<file path="src/hdl/swm_pkg.sv">
package swm_pkg;

	// Fixed field widths
	localparam int SEQ_W = 16;   // sample number, wraps modulo 2^16
	localparam int WS_W  = 7;    // window_size register

	// Defaults for the top-level parameters
	localparam int WINDOW_MAX_DEF  = 64;
	localparam int SAMPLE_BITS_DEF = 32;

	localparam logic [WS_W-1:0] WS_RESET = WS_W'(3);

	typedef enum logic [1:0] {
		S_IDLE,
		S_FRONT,
		S_BACK,
		S_PUSH
	} swm_state_t;

endpackage

</file>
<file path="src/hdl/swm_ifs.sv">
// sample channel
interface swm_sample_if import swm_pkg::*; #(
	parameter int SAMPLE_BITS = SAMPLE_BITS_DEF
);
	logic                          valid;
	logic                          ready;
	logic signed [SAMPLE_BITS-1:0] sample;
	logic                          last_sample;

	modport source (output valid, output sample, output last_sample, input ready);
	modport sink   (input valid, input sample, input last_sample, output ready);
endinterface

// result channel
interface swm_result_if import swm_pkg::*; #(
	parameter int SAMPLE_BITS = SAMPLE_BITS_DEF
);
	logic                          valid;
	logic                          ready;
	logic signed [SAMPLE_BITS-1:0] window_max;
	logic                          end_of_sequence;

	modport source (output valid, output window_max, output end_of_sequence, input ready);
	modport sink   (input valid, input window_max, input end_of_sequence, output ready);
endinterface


</file>
<file path="src/hdl/swm_ctrl.sv">
// deque sequencer: front aging, back pruning, push, result register
module swm_ctrl import swm_pkg::*; #(
	parameter int WINDOW_MAX  = WINDOW_MAX_DEF,
	parameter int SAMPLE_BITS = SAMPLE_BITS_DEF
) (
	input  logic                                          clk,
	input  logic                                          arst_n,
	input  logic [$clog2(WINDOW_MAX+1)-1:0]               win,
	swm_sample_if.sink                                    samples,
	swm_result_if.source                                  results,
	output logic                                          wr_en,
	output logic [(WINDOW_MAX > 1 ? $clog2(WINDOW_MAX) : 1)-1:0] wr_addr,
	output logic [SAMPLE_BITS+SEQ_W-1:0]                  wr_data,
	output logic                                          rd_en,
	output logic [(WINDOW_MAX > 1 ? $clog2(WINDOW_MAX) : 1)-1:0] rd_addr,
	input  logic [SAMPLE_BITS+SEQ_W-1:0]                  rd_data
);

	localparam int IDX_W  = WINDOW_MAX > 1 ? $clog2(WINDOW_MAX) : 1;
	localparam int CNT_W  = $clog2(WINDOW_MAX+1);
	localparam int DATA_W = SAMPLE_BITS + SEQ_W;

	// (h + off) mod WINDOW_MAX, both operands below WINDOW_MAX
	function automatic logic [IDX_W-1:0] slot(input logic [IDX_W-1:0] h,
			input logic [CNT_W-1:0] off);
		logic [CNT_W:0] s;
		s = (CNT_W+1)'(h) + (CNT_W+1)'(off);
		if (s >= (CNT_W+1)'(WINDOW_MAX)) begin
			s = s - (CNT_W+1)'(WINDOW_MAX);
		end
		return s[IDX_W-1:0];
	endfunction

	function automatic logic [IDX_W-1:0] next_idx(input logic [IDX_W-1:0] h);
		if (h == IDX_W'(WINDOW_MAX-1)) begin
			return '0;
		end
		return h + IDX_W'(1);
	endfunction

	swm_state_t state_q, state_d;

	logic [IDX_W-1:0]              head_q, head_d;
	logic [CNT_W-1:0]              count_q, count_d;
	logic [CNT_W-1:0]              seen_q, seen_d;
	logic [SEQ_W-1:0]              seq_q, seq_d;
	logic signed [SAMPLE_BITS-1:0] val_q, val_d;
	logic                          last_q, last_d;
	logic signed [SAMPLE_BITS-1:0] front_q, front_d;
	logic                          out_valid_q, out_valid_d;
	logic signed [SAMPLE_BITS-1:0] out_max_q, out_max_d;
	logic                          out_eos_q, out_eos_d;

	logic signed [SAMPLE_BITS-1:0] rd_val;
	logic [SEQ_W-1:0]              rd_no;
	logic [SEQ_W-1:0]              age;
	logic                          too_old;
	logic [CNT_W-1:0]              seen_inc, seen_nx;
	logic                          produce;
	logic                          out_free;

	assign rd_val  = rd_data[DATA_W-1:SEQ_W];
	assign rd_no   = rd_data[SEQ_W-1:0];
	assign age     = seq_q - rd_no;
	assign too_old = age >= SEQ_W'(win);

	assign seen_inc = (seen_q < win) ? seen_q + CNT_W'(1) : seen_q;
	assign seen_nx  = (seen_inc > win) ? win : seen_inc;
	assign produce  = seen_nx >= win;
	assign out_free = !out_valid_q || results.ready;

	assign samples.ready           = (state_q == S_IDLE);
	assign results.valid           = out_valid_q;
	assign results.window_max      = out_max_q;
	assign results.end_of_sequence = out_eos_q;

	always_comb begin
		state_d     = state_q;
		head_d      = head_q;
		count_d     = count_q;
		seen_d      = seen_q;
		seq_d       = seq_q;
		val_d       = val_q;
		last_d      = last_q;
		front_d     = front_q;
		out_valid_d = out_valid_q && !results.ready;
		out_max_d   = out_max_q;
		out_eos_d   = out_eos_q;
		rd_en       = 1'b0;
		rd_addr     = head_q;
		wr_en       = 1'b0;
		wr_addr     = slot(head_q, count_q);
		wr_data     = {val_q, seq_q};

		unique case (state_q)
			S_IDLE: begin
				if (samples.valid) begin
					val_d   = samples.sample;
					last_d  = samples.last_sample;
					rd_en   = 1'b1;
					state_d = (count_q != '0) ? S_FRONT : S_PUSH;
				end
			end
			S_FRONT: begin
				if (too_old) begin
					head_d  = next_idx(head_q);
					count_d = count_q - CNT_W'(1);
					if (count_q > CNT_W'(1)) begin
						rd_en   = 1'b1;
						rd_addr = next_idx(head_q);
					end else begin
						state_d = S_PUSH;
					end
				end else begin
					front_d = rd_val;
					rd_en   = 1'b1;
					rd_addr = slot(head_q, count_q - CNT_W'(1));
					state_d = S_BACK;
				end
			end
			S_BACK: begin
				// equal values are replaced by the newer sample
				if (val_q >= rd_val) begin
					count_d = count_q - CNT_W'(1);
					if (count_q > CNT_W'(1)) begin
						rd_en   = 1'b1;
						rd_addr = slot(head_q, count_q - CNT_W'(2));
					end else begin
						state_d = S_PUSH;
					end
				end else begin
					state_d = S_PUSH;
				end
			end
			S_PUSH: begin
				if (out_free || !produce) begin
					wr_en   = 1'b1;
					count_d = count_q + CNT_W'(1);
					seq_d   = seq_q + SEQ_W'(1);
					seen_d  = seen_nx;
					if (produce) begin
						out_valid_d = 1'b1;
						out_max_d   = (count_q == '0) ? val_q : front_q;
						out_eos_d   = last_q;
					end
					if (last_q) begin
						head_d  = '0;
						count_d = '0;
						seq_d   = '0;
						seen_d  = '0;
					end
					state_d = S_IDLE;
				end
			end
			default: begin
				state_d = S_IDLE;
			end
		endcase
	end

	always_ff @(posedge clk or negedge arst_n) begin
		if (!arst_n) begin
			state_q     <= S_IDLE;
			head_q      <= '0;
			count_q     <= '0;
			seen_q      <= '0;
			seq_q       <= '0;
			out_valid_q <= 1'b0;
		end else begin
			state_q     <= state_d;
			head_q      <= head_d;
			count_q     <= count_d;
			seen_q      <= seen_d;
			seq_q       <= seq_d;
			out_valid_q <= out_valid_d;
		end
	end

	always_ff @(posedge clk) begin
		val_q     <= val_d;
		last_q    <= last_d;
		front_q   <= front_d;
		out_max_q <= out_max_d;
		out_eos_q <= out_eos_d;
	end

endmodule

</file>
<file path="src/flat_wrapper.sv">
// flat-port wrapper written by rule: the top's interface ports become plain ports
module swm_ctrl_flat import swm_pkg::*;
#(
	parameter int WINDOW_MAX  = WINDOW_MAX_DEF,
	parameter int SAMPLE_BITS = SAMPLE_BITS_DEF
)
  (clk, arst_n, win, wr_en, wr_addr, wr_data, rd_en, rd_addr, rd_data, samples_valid, samples_sample, samples_last_sample, samples_ready, results_valid, results_window_max, results_end_of_sequence, results_ready);
  swm_sample_if #(.SAMPLE_BITS(SAMPLE_BITS)) samples_i ();
  swm_result_if #(.SAMPLE_BITS(SAMPLE_BITS)) results_i ();
  input  logic clk;
  input  logic arst_n;
  input  logic [$clog2(WINDOW_MAX+1)-1:0] win;
  output logic wr_en;
  output logic [(WINDOW_MAX > 1 ? $clog2(WINDOW_MAX) : 1)-1:0] wr_addr;
  output logic [SAMPLE_BITS+SEQ_W-1:0] wr_data;
  output logic rd_en;
  output logic [(WINDOW_MAX > 1 ? $clog2(WINDOW_MAX) : 1)-1:0] rd_addr;
  input  logic [SAMPLE_BITS+SEQ_W-1:0] rd_data;
  input wire logic [$bits(samples_i.valid)-1:0] samples_valid;
  input wire logic [$bits(samples_i.sample)-1:0] samples_sample;
  input wire logic [$bits(samples_i.last_sample)-1:0] samples_last_sample;
  output wire logic [$bits(samples_i.ready)-1:0] samples_ready;
  output wire logic [$bits(results_i.valid)-1:0] results_valid;
  output wire logic [$bits(results_i.window_max)-1:0] results_window_max;
  output wire logic [$bits(results_i.end_of_sequence)-1:0] results_end_of_sequence;
  input wire logic [$bits(results_i.ready)-1:0] results_ready;
  assign samples_i.valid = samples_valid;
  assign samples_i.sample = samples_sample;
  assign samples_i.last_sample = samples_last_sample;
  assign samples_ready = samples_i.ready;
  assign results_valid = results_i.valid;
  assign results_window_max = results_i.window_max;
  assign results_end_of_sequence = results_i.end_of_sequence;
  assign results_i.ready = results_ready;
  swm_ctrl #(.WINDOW_MAX(WINDOW_MAX), .SAMPLE_BITS(SAMPLE_BITS)) u_core (.clk(clk), .arst_n(arst_n), .win(win), .samples(samples_i), .results(results_i), .wr_en(wr_en), .wr_addr(wr_addr), .wr_data(wr_data), .rd_en(rd_en), .rd_addr(rd_addr), .rd_data(rd_data));
endmodule
</file>
<file path="config.mk">
export PLATFORM = sky130hd
export DESIGN_NAME = swm_ctrl_flat
export DESIGN_NICKNAME = d
export VERILOG_FILES = /design/src/hdl/swm_pkg.sv /design/src/hdl/swm_ifs.sv /design/src/hdl/swm_ctrl.sv /design/src/flat_wrapper.sv
export SDC_FILE = /design/constraint.sdc
export NUM_CORES = 1
export LEC_CHECK = 0
export BUFFER_PORTS_ARGS = -buffer_cell sky130_fd_sc_hd__buf_2
export CORE_UTILIZATION = 52
export CTS_BUF_LIST = sky130_fd_sc_hd__clkbuf_8
export DETAILED_ROUTE_END_ITERATION = 7
export GPL_TIMING_DRIVEN = 0
export PLACE_DENSITY = 0.91
export SETUP_SLACK_MARGIN = 0.4
export SLEW_MARGIN = 20
export SYNTH_ARGS = -nofsm -noshare
export SYNTH_HDL_FRONTEND = slang
export SYNTH_SLANG_ARGS = --single-unit
</file>
<file path="constraint.sdc">
create_clock -name clk -period 6.15 [get_ports clk]
set_input_delay 0.9225 -clock clk [delete_from_list [all_inputs] [get_ports clk]]
set_output_delay 0.9225 -clock clk [all_outputs]
set_load 0.03 [all_outputs]
</file>
# Word-level counts from Yosys, hierarchy flattened
# Index checks and enable logic that the tools add are counted.
# word_totals
reg_bits,137
input_bits,92
out_inout_bits,97
elab_cells,109
# classes
n_addsub,13
order_cmp,9
n_eq_ne,9
mux,48
bitwise_logic,1
n_reduce_logical,18
# op_table
operator,count
$mux W6,13
$mux W7,7
$ge A32 B32 Y1,1
$mux W32,1
$add A6 B7 Y8,3
$ge A8 B7 Y1 const B,3
$pmux W6 S2,2
$pmux W7 S3,1
$sub A6 B1 Y6 const B,3
$add A16 B1 Y16 const B,1
$ge A16 B7 Y1,1
$mux W16,1
$sub A16 B16 Y16,1
$mux W1,15
$add A7 B1 Y7 const B,2
$mux W2,6
$ne A2 B1 Y1 const B,4
$pmux W2 S4,1
$reduce_and A2 Y1,4
$reduce_and A4 Y1,2
$ge A7 B7 Y1,1
$gt A7 B1 Y1 const B,1
$gt A7 B7 Y1,1
$logic_not A7 Y1,1
18 further kinds,22

# Logic depth before layout (Yosys ltp)
# Gate-level depths: netlist (run 1).
# logic_depth
depth_word,9
depth_mapped,30
ltp_nobuf,30

# Worst setup path before layout (run 1)
# Ideal clock, no wire load.
# synth_path
path_kind,input to register
start,in win[1]
end,reg u_core.out_eos_q (netlist: u_core.results.end_of_sequence) (enable)
arrival_time_ns,6.147
required_time_ns,5.723
slack_ns,-0.424
cell_stages,21
path_buffers,0
cell_sequence,inv_1 > ha_1 > a21o_1 > a21o_1 > a21oi_1 > o21ai_0 > nor2_1 > mux2_2 > ha_1 > a21o_1 > a21oi_1 > o21ai_0 > o22ai_1 > mux2_2 > ha_1 > a21o_1 > a21oi_1 > o21a_1 > nor2_1 > nand2_1 > nor2b_1
# synth_between
elab_chain_cells,8
# synth_rtl
item,line_no,text
start: declaration,flat_wrapper.sv:12,input logic [$clog2(WINDOW_MAX+1)-1:0] win;
$lt A7 B7 Y1,swm_ctrl.sv:67,assign seen_inc = (seen_q < win) ? seen_q + CNT_W'(1) : seen_q;
$mux W7,swm_ctrl.sv:67,
$gt A7 B7 Y1,swm_ctrl.sv:68,assign seen_nx = (seen_inc > win) ? win : seen_inc;
$mux W7,swm_ctrl.sv:68,
$ge A7 B7 Y1 *,swm_ctrl.sv:69,assign produce = seen_nx >= win;
$logic_not A1 Y1,swm_ctrl.sv:136,if (out_free || !produce) begin
$logic_or A1 B1 Y1,swm_ctrl.sv:136,
$reduce_and A3 Y1 (no line) *,-,
end signal: assignment,swm_ctrl.sv:184,out_eos_q <= out_eos_d;
end: declaration,swm_ctrl.sv:52,"logic out_eos_q, out_eos_d;"
# Mark *: on every way between the ends. The rest lies on a longest branch, timed or not.
# A chain may end at the register's enable or synchronous reset.

# Worst setup path after layout (run 1)
# layout_path
start,in win[1]
end,out wr_en
# layout_between
elab_chain_cells,9
# layout_rtl
item,line_no,text
$lt A7 B7 Y1,swm_ctrl.sv:67,
$mux W7,swm_ctrl.sv:67,
$gt A7 B7 Y1,swm_ctrl.sv:68,
$mux W7,swm_ctrl.sv:68,
$ge A7 B7 Y1 *,swm_ctrl.sv:69,
$logic_not A1 Y1 *,swm_ctrl.sv:136,
$logic_or A1 B1 Y1 *,swm_ctrl.sv:136,
$mux W1 *,swm_ctrl.sv:136,
$mux W1 *,swm_ctrl.sv:95,unique case (state_q)
end: declaration,flat_wrapper.sv:13,output logic wr_en;
# Marks and branches as above.

==> results_dict.tcl, run 1 <==
set metrics [dict create \
    synth_top_family_by_area "adder cells" \
    power.leakage_nw 5.10 \
    pin_count 189 \
    setup_viol 0 \
    outcome "completed" \
    synthFlopType "edfxtp_1" \
    arrival_ns 4.93 \
    maxCapViolations 0 \
    ys_ff_latch 137 \
    cts_buffers 17 \
    final_area_um2 10900 \
    worstSetupPathType "input port to output port" \
    fin_cells 1308 \
    worst_slew_pin_slew_ns 1.05 \
    yosys-top-cells-count "102 x ha_1, 98 x edfxtp_1, 87 x inv_1" \
    rows 47 \
    synth_top_area_cell "edfxtp_1" \
    via_count 7440 \
    dpl_worst_slack_ns -0.272 \
    synth.most_common_cell "ha_1" \
    synth_cells 852 \
    synth-compound-area-share_pct 14.2 \
    synth-xor-area-share_pct 4.90 \
    hold_buffers 0 \
    grt_pass1_vias 7449 \
    synth.mux.area_fraction_pct 5.25 \
    dieHeight_um 133 \
    cp-end-kind "output port" \
    placed_area_um2 10200 \
    synthSimpleGateAreaFrac_pct 11.9 \
    cp_common_cell "a21o_1" \
    io_buffers 188 \
    finalClockSkew_ns 0.0113 \
    root_buffer "clkbuf_8" \
    holdWs_ns 0.529 \
    ir_worst_vdd_uv 325 \
    ys_warn_count 0 \
    final_net_count 1270 \
    cpPeakStageDelay_ns 0.36 \
    drive_above_1_share_pct 29.0 \
    cp_slowest_cell "mux2_4" \
    synth_top_cell_area_share_pct 32.9 \
    post-route-min-period_ns 5.85 \
    async_reset_ff_share_pct 28.5 \
    grt_max_degree 40 \
    cts_tree "yes" \
    grt.total_usage_pct 26.1 \
    cp_cell_sequence "buf_6 > inv_6 > ha_4 > a21o_1 > a21o_1 > a21oi_2 > o21ai_2 > nor2_2 > buf_4 > mux2_4 > ha_4 > a21o_1 > a21oi_2 > o21ai_2 > o22ai_4 > mux2_4 > ha_4 > a21o_1 > a21oi_2 > o21a_1 > or3_4 > nand2_4 > inv_4 > buf_6" \
    cp_num_buf_inv 5 \
    fin_ws_ns 0.300 \
    syn_area_um2 8940 \
    crit_fanout 7 \
    drc 0 \
    gp_congestion 0.921 \
    cp.required_ns 5.23 \
    design.die.area_um2 17700 \
    synth_nets 1050 \
    cts_buffer_depth 2 \
    clk_pin_slew_ns 0.09 \
    maxSlewHeadroom_pct 29.7 \
    clkSinkCount 137 \
    synthToLayoutAreaGrowth_pct 21.4 \
    rsz0062_at_grt "yes" \
    period_share_pct 95.1 \
    synth_fa_ha_area_share_pct 15.2 \
    pwr_density_cell_nw_per_um2 406 \
    fillers 1266 \
    dp_hpwl_um 17300 \
    critical-path-top-delay-family "compound AO/OA/AOI/OAI gates" \
    drv_slew 0 \
    drt_pass1_iterations 5 \
    wl_per_cell_um 17.3 \
    htreeDepth 4 \
    start_util_pct 53.5 \
    synth-edff-count 98 \
    grt_first_pass_wirelength_um 36500 \
    finalWirelength_um 22600 \
    finalHoldViolations 0 \
    fin_util_pct 65.0 \
    cp-start-kind "input port" \
    ys_seq_area_share_pct 43.8 \
    drt_iter0_drc 523 \
    placed_cells 1264 \
    die_x_um 133 \
    fmax_mhz 171 \
    ant_nets 0 \
    hp-class "flop to flop" \
    vias_per_cell 5.69 \
    overflow 0 \
    synth_area_leaders "edfxtp_1 33%, ha_1 14%, dfrtp_1 11%" \
    insertion_delay_ns 0.43 \
    core_um2 16700 \
    antenna_found_initial 2 \
    avgSynthCellArea_um2 10.5 \
    synth_cell_types 70 \
]
-- final timing paths --
| path | cells past startpoint | slack (ns) | start | end |
|---|---|---|---|---|
| worst min-delay path | 1 | 0.53 | u_core.count_q[6] | u_core.count_q[6] |
| min in group asynchronous | 1 | 0.63 | arst_n | u_core.head_q[3] |
| max in group asynchronous | 1 | 4.94 | arst_n | u_core.seen_q[5] |
| worst min register to register | 1 | 0.53 | u_core.count_q[6] | u_core.count_q[6] |
| worst max register to register | 27 | 0.84 | u_core.seen_q[1] | u_core.seq_q[14] |
| worst max-delay path | 24 | 0.30 | win[1] | wr_en |
-- metrics by stage --
stage	TNS [ns]	total power [mW]
after global routing	0	4.72
after global placement	-1.47	3.48
after CTS	0	4.38
after floorplan	0	2.95
final	0	4.41
after detailed placement	-5.64	3.56
-- per-layer routing --
metal | track usage (%) | share of wire (%) | up-vias | wire length (um)
li1 | - | - | 3557 | -
met1 | 31.3 | 40 | 3531 | 8960
met2 | 45.6 | 51 | 307 | 11400
met3 | 5.52 | 7.2 | 45 | 1630
met4 | 10.8 | 2.5 | 0 | 569
met5 | 0 | 0 | - | 0
-- power by group --
group / internal (mW) / leakage, nW / switching (mW) / total [mW]
clock: 0.370 / 0.197 / 0.376 / 0.746
sequential: 1.13 / 1.41 / 0.165 / 1.30
combinational: 0.928 / 3.50 / 1.44 / 2.37
-- registers in the layout, indices dropped and copies added, names as in the netlist, 2 cells and up --
| signal | cells |
|---|---|
| u_core.front_q | 32 |
| u_core.state_q | 2 |
| u_core.val_q | 32 |
| u_core.seq_q | 16 |
| u_core.results.window_max | 32 |
| u_core.seen_q | 7 |
| u_core.count_q | 7 |
| u_core.head_q | 6 |
-- cell usage in the layout (no fill, tap or decap), types with 12 or more instances in the layout --
| cell type | instances |
|---|---|
| buf_2 | 188 |
| nand2b_1 | 12 |
| a21oi_1 | 49 |
| nand3_1 | 24 |
| xor2_1 | 25 |
| clkbuf_8 | 17 |
| edfxtp_1 | 98 |
| o21ai_0 | 30 |
| dfrtp_1 | 39 |
| xnor2_1 | 24 |
| mux2_2 | 36 |
| inv_1 | 82 |
| a21o_1 | 18 |
| nor2_1 | 45 |
| clkbuf_1 | 15 |
| ha_1 | 98 |
| nand2_1 | 66 |
-- what timing repair did --
item / 4_1_cts / 5_1_grt
pin swaps: 15 / 4
endpoints found under the setup margin: 40 / 13
resized for setup: 23 / 9
setup buffers: 6 / 3
-- area by class of cell --
type                       count  area [um2]  area share (%)
antenna                        3        7.51          0.0692
buffer                        22        97.6           0.899
clock buffer                  17         234            2.16
clock inverter                15         163            1.50
inverter                      87         334            3.08
multi-input combinational    606        4760            43.8
sequential                   137        3920            36.1
tap                          220         275            2.54
timing repair buffer         201        1070            9.82
-- worst reg2reg max path, delay by kind of cell, from the launching register on --
family	cells	cell delay, ns
compound gates	11	1.61
xor+xnor	1	0.15
fa+ha+maj	3	0.72
buf+inv	3	0.32
flops	1	0.48
mux	2	0.68
simple gates	7	1.21
-- kinds of logic after synthesis --
family | after synthesis
compound gates | 194
xor+xnor | 50
fa+ha+maj | 106
buf+inv | 109
flops | 137
mux | 42
simple gates | 214
(Power assumes the default switching activity.)
==> inputs of run 2 (changes only) <==
--- a/config.mk
+++ b/config.mk
@@ -6,11 +6,11 @@
 export NUM_CORES = 1
 export LEC_CHECK = 0
 export BUFFER_PORTS_ARGS = -buffer_cell sky130_fd_sc_hd__buf_2
-export CORE_UTILIZATION = 52
+export CORE_UTILIZATION = 30
 export CTS_BUF_LIST = sky130_fd_sc_hd__clkbuf_8
 export DETAILED_ROUTE_END_ITERATION = 7
-export GPL_TIMING_DRIVEN = 0
-export PLACE_DENSITY = 0.91
+export GPL_TIMING_DRIVEN = 1
+export PLACE_DENSITY = 0.62
 export SETUP_SLACK_MARGIN = 0.4
 export SLEW_MARGIN = 20
 export SYNTH_ARGS = -nofsm -noshare
==> constraint.sdc (replaced) <==
create_clock -name clk -period 6.15 [get_ports clk]
set_input_delay 0.9225 -clock clk [delete_from_list [all_inputs] [get_ports clk]]
set_output_delay 0.9225 -clock clk [all_outputs]
set_load 0.005 [all_outputs]
==> results_dict.tcl, run 2 (synthesis results as in run 1) <==
set metrics [dict create \
    gp_congestion 0.853 \
    htreeDepth 4 \
    hp-class "flop to flop" \
    grt_first_pass_wirelength_um 37500 \
    drv_slew 0 \
    arrival_ns 4.98 \
    drt_iter0_drc 325 \
    design.die.area_um2 30500 \
    drt_pass1_iterations 6 \
    wl_per_cell_um 16.4 \
    setup_viol 0 \
    cts_tree "yes" \
    cts_buffer_depth 2 \
    cp-end-kind "output port" \
    fin_util_pct 38.0 \
    crit_fanout 3 \
    fin_ws_ns 0.251 \
    start_util_pct 30.8 \
    grt.total_usage_pct 15.8 \
    ant_nets 0 \
    cts_buffers 17 \
    period_share_pct 95.9 \
    grt_pass1_vias 7188 \
    drive_above_1_share_pct 29.8 \
    dieHeight_um 175 \
    finalWirelength_um 23800 \
    core_um2 29000 \
    timing.rr.start "u_core.seen_q[1]" \
    cp.required_ns 5.23 \
    rsz0062_at_grt "yes" \
    fmax_mhz 170 \
    final_net_count 1254 \
    via_count 7269 \
    p_sw_share_pct 41.0 \
    pin_count 189 \
    fin_cells 1455 \
    dp_hpwl_um 17700 \
    p_total_mw 4.12 \
    finalClockSkew_ns 0.0139 \
    worstSetupPathType "input port to output port" \
    final_cell_mix "187 x buf_2, 98 x edfxtp_1, 97 x ha_1, 86 x inv_1, 64 x nand2_1" \
    internal_power_mw 2.43 \
    p_sw_mw 1.69 \
    insertion_delay_ns 0.46 \
    worst_slew_pin_slew_ns 1.07 \
    grt_max_degree 40 \
    io_buffers 188 \
    hold_buffers 0 \
    vias_per_cell 5.00 \
    reg2reg_slack_ns 0.80 \
    fin_tns_setup_ns 0 \
    p_clk_share_pct 19.2 \
    comb_power_share_pct 48.3 \
    ir_worst_vdd_uv 172 \
    crit_start "win[1]" \
    cp-start-kind "input port" \
    maxSlewHeadroom_pct 28.4 \
    rows 62 \
    overflow 0 \
    clk_pin_slew_ns 0.09 \
    clkSinkCount 137 \
    die_x_um 175 \
    drc 0 \
    post-route-min-period_ns 5.90 \
    dpl_worst_slack_ns -0.0830 \
    power.leakage_nw 5.10 \
    outcome "completed" \
    pwr_density_cell_nw_per_um2 374 \
    final_common_cell "buf_2" \
    p_seq_share_pct 32.5 \
    placed_cells 1416 \
    maxCapViolations 0 \
    synthToLayoutAreaGrowth_pct 23.3 \
    finalHoldViolations 0 \
    worstHoldStart "u_core.count_q[6]" \
    root_buffer "clkbuf_8" \
    antenna_found_initial 5 \
]
==> run 2: per-stage QoR <==
stage / area (um2) / hold WS, ns
floorplan: 8970 / 0.474
global placement: 10400 / 0.517
detailed placement: 10400 / 0.524
CTS: 10900 / 0.541
global route: 11000 / 0.562
finish: 11000 / 0.540
==> run 2: path summary, 6_finish.rpt <==
check | end | cells after the start
worst max-delay path | wr_en | 26
min in group asynchronous | u_core.seen_q[1] | 1
worst max register to register | u_core.seq_q[14] | 29
worst min register to register | u_core.count_q[6] | 1
worst min-delay path | u_core.count_q[6] | 1
max in group asynchronous | u_core.seen_q[1] | 1
==> run 2: final cells by class <==
cell class              count  area (um2)
clock buffers              17         234
fillers                  2938       18000
inverters                  87         329
flip-flops and latches    137        3920
diodes                      3        7.51
multi-input cells         606        4770
well taps                 384         480
repair buffers            207        1110
clock inverters            14         174
==> run 2: repair_timing <==
item | 4_1_cts | 5_1_grt
setup endpoints to repair | 1 | 11
pin swaps | 17 | 11
setup buffers | 5 | 0
gates cloned | 0 | 0
resized for setup | 15 | 21
==> run 2: power groups by stage <==
stage               clock, mW  combinational (mW)  sequential [mW]
detailed placement          0                1.92             1.35
global route            0.857                2.23             1.36
floorplan                   0                1.38             1.27
finish                  0.794                1.99             1.34
global placement            0                1.89             1.35
CTS                     0.824                1.97             1.34
==> run 2: critical path: stages <==
cell	delay [ns]
buf_6	0.10
inv_4	0.05
ha_4	0.18
a21o_1	0.17
a21o_1	0.17
a21oi_2	0.16
o21ai_2	0.09
nor2_4	0.16
nand4_1	0.17
xnor2_2	0.18
ha_1	0.30
a21oi_1	0.13
nor2b_1	0.06
o21ai_1	0.12
o21ai_1	0.11
o22ai_2	0.21
buf_4	0.15
buf_4	0.10
mux2_2	0.34
ha_2	0.32
o21a_1	0.10
nor2_1	0.05
or3_4	0.39
nand2_4	0.08
inv_2	0.06
buf_2	0.12
==> run 2: per-layer routing <==
layer,global-route usage [%],vias to the layer above,wire length [um]
met5,0,-,36
met4,4.46,6,388
met3,6.44,39,2170
met2,25.7,273,11100
met1,19.1,3441,10100
li1,-,3510,-
==> inputs of run 3 (changes only) <==
--- a/config.mk
+++ b/config.mk
@@ -11,7 +11,7 @@
 export DETAILED_ROUTE_END_ITERATION = 7
 export GPL_TIMING_DRIVEN = 1
 export PLACE_DENSITY = 0.62
-export SETUP_SLACK_MARGIN = 0.4
+export SETUP_SLACK_MARGIN = 0.2
 export SLEW_MARGIN = 20
 export SYNTH_ARGS = -nofsm -noshare
 export SYNTH_HDL_FRONTEND = slang
==> constraint.sdc (replaced) <==
create_clock -name clk -period 6.15 [get_ports clk]
set_input_delay 0.9225 -clock clk [delete_from_list [all_inputs] [get_ports clk]]
set_output_delay 0.9225 -clock clk [all_outputs]
set_load 0.02 [all_outputs]
==> results_dict.tcl, run 3 (synthesis results as in run 1) <==
set metrics [dict create \
    outcome "completed" \
    cpPeakStageDelay_ns 0.37 \
    hp-class "flop to flop" \
    drc 0 \
    cts_tree "yes" \
    holdWs_ns 0.529 \
    cp.required_ns 5.23 \
    cp-end-kind "output port" \
    grt_pass1_vias 7171 \
    grt.total_usage_pct 15.9 \
    synthToLayoutAreaGrowth_pct 24.8 \
    p_seq_share_pct 30.9 \
    drv_slew 0 \
    crit_fanout 5 \
    maxCapViolations 0 \
    dp_hpwl_um 17900 \
    io_buffers 188 \
    pwr_density_cell_nw_per_um2 389 \
    crit_start "win[1]" \
    drt_iter0_drc 409 \
    root_buffer "clkbuf_8" \
    grt_first_pass_wirelength_um 37900 \
    cts_buffer_depth 2 \
    worst_slew_pin_slew_ns 1.00 \
    drive_above_1_share_pct 30.7 \
    wl_per_cell_um 16.5 \
    clkSinkCount 137 \
    p_clk_share_pct 16.9 \
    worstSetupPathType "input port to output port" \
    ant_nets 0 \
    internal_power_mw 2.42 \
    final_net_count 1269 \
    post-route-min-period_ns 5.91 \
    setup_viol 0 \
    fmax_mhz 169 \
    rsz0062_at_grt "yes" \
    fillers 2921 \
    fin_util_pct 38.5 \
    drt_pass1_iterations 5 \
    final_common_cell "buf_2" \
    clk_pin_slew_ns 0.10 \
    insertion_delay_ns 0.45 \
    grt_max_degree 40 \
    core_um2 29000 \
    pin_count 189 \
    vias_per_cell 4.93 \
    ir_worst_vdd_uv 200 \
    finalWirelength_um 24300 \
    comb_power_share_pct 52.2 \
    via_count 7252 \
    timing.rr.start "u_core.seen_q[1]" \
    power.leakage_nw 5.17 \
    gp_congestion 0.876 \
    finalClockSkew_ns 0.0193 \
    cts_buffers 17 \
    final_cell_mix "186 x buf_2, 98 x edfxtp_1, 95 x ha_1, 85 x inv_1, 64 x nand2_1" \
    arrival_ns 4.99 \
    rows 62 \
    htreeDepth 4 \
    cp_slowest_cell "or3_4" \
    start_util_pct 30.8 \
    dieHeight_um 175 \
    design.die.area_um2 30500 \
    period_share_pct 96.1 \
    overflow 0 \
    cp-start-kind "input port" \
    cp_num_buf_inv 4 \
    critical-path-top-delay-family "compound AO/OA/AOI/OAI gates" \
    cp_common_cell "a21o_1" \
    die_x_um 175 \
    p_sw_mw 1.91 \
    finalHoldViolations 0 \
    antenna_found_initial 2 \
    maxSlewHeadroom_pct 32.8 \
    worstHoldStart "u_core.front_q[31]" \
    p_sw_share_pct 44.1 \
]
## run 3: path summary, 6_finish.rpt
kind                                                 end  slack [ns]  cells after the start
max                                                wr_en        0.24                     25
min                        u_core.results.window_max[31]        0.53                      1
max reg2reg                             u_core.seq_q[15]        0.76                     29
min reg2reg                u_core.results.window_max[31]        0.53                      1
max in group asynchronous               u_core.seen_q[1]        4.87                      1
min in group asynchronous               u_core.seen_q[0]        0.62                      1
## run 3: power by group through the flow
| stage | clock network [mW] | registers (mW) | logic [mW] |
|---|---|---|---|
| floorplan | 0 | 1.33 | 1.49 |
| finish | 0.731 | 1.34 | 2.26 |
| global placement | 0 | 1.35 | 2.08 |
| detailed placement | 0 | 1.36 | 2.11 |
| CTS | 0.760 | 1.34 | 2.19 |
| global route | 0.793 | 1.36 | 2.51 |
## run 3: layout make-up
cell class | instances | area (um2) | area share, %
Inverter | 87 | 329 | 2.95
Tap cell | 384 | 480 | 4.31
Clock buffer | 17 | 234 | 2.10
Multi-Input combinational cell | 606 | 4810 | 43.1
Timing Repair Buffer | 222 | 1240 | 11.1
Sequential cell | 137 | 3920 | 35.1
Antenna cell | 2 | 5.00 | 0.0449
Clock inverter | 15 | 140 | 1.26
## run 3: metrics by stage
step / cell area [um2] / TNS [ns] / power [mW] / std cells / worst slack (ns)
CTS: 11000 / 0 / 4.28 / 1464 / 0.210
floorplan: 8950 / 0 / 2.82 / 852 / 0.254
finish: 11200 / 0 / 4.34 / 1470 / 0.242
global route: 11200 / 0 / 4.66 / 1468 / 0.0583
detailed placement: 10500 / -0.627 / 3.47 / 1425 / -0.167
global placement: 10500 / -0.175 / 3.44 / 1425 / -0.0848
## run 3: layer usage
metal	up-vias	part of all wire [%]	track usage (%)
li1	3547	-	-
met1	3435	44	19.9
met2	236	46	25.9
met3	32	7.7	5.33
met4	2	1.8	4.78
met5	-	0.054	0
## run 3: what timing repair did
action,in CTS,in global routing
hold buffers,0,0
pin swaps,13,22
gates resized for setup,22,29
setup buffers,7,4
endpoints found under the setup margin,1,11
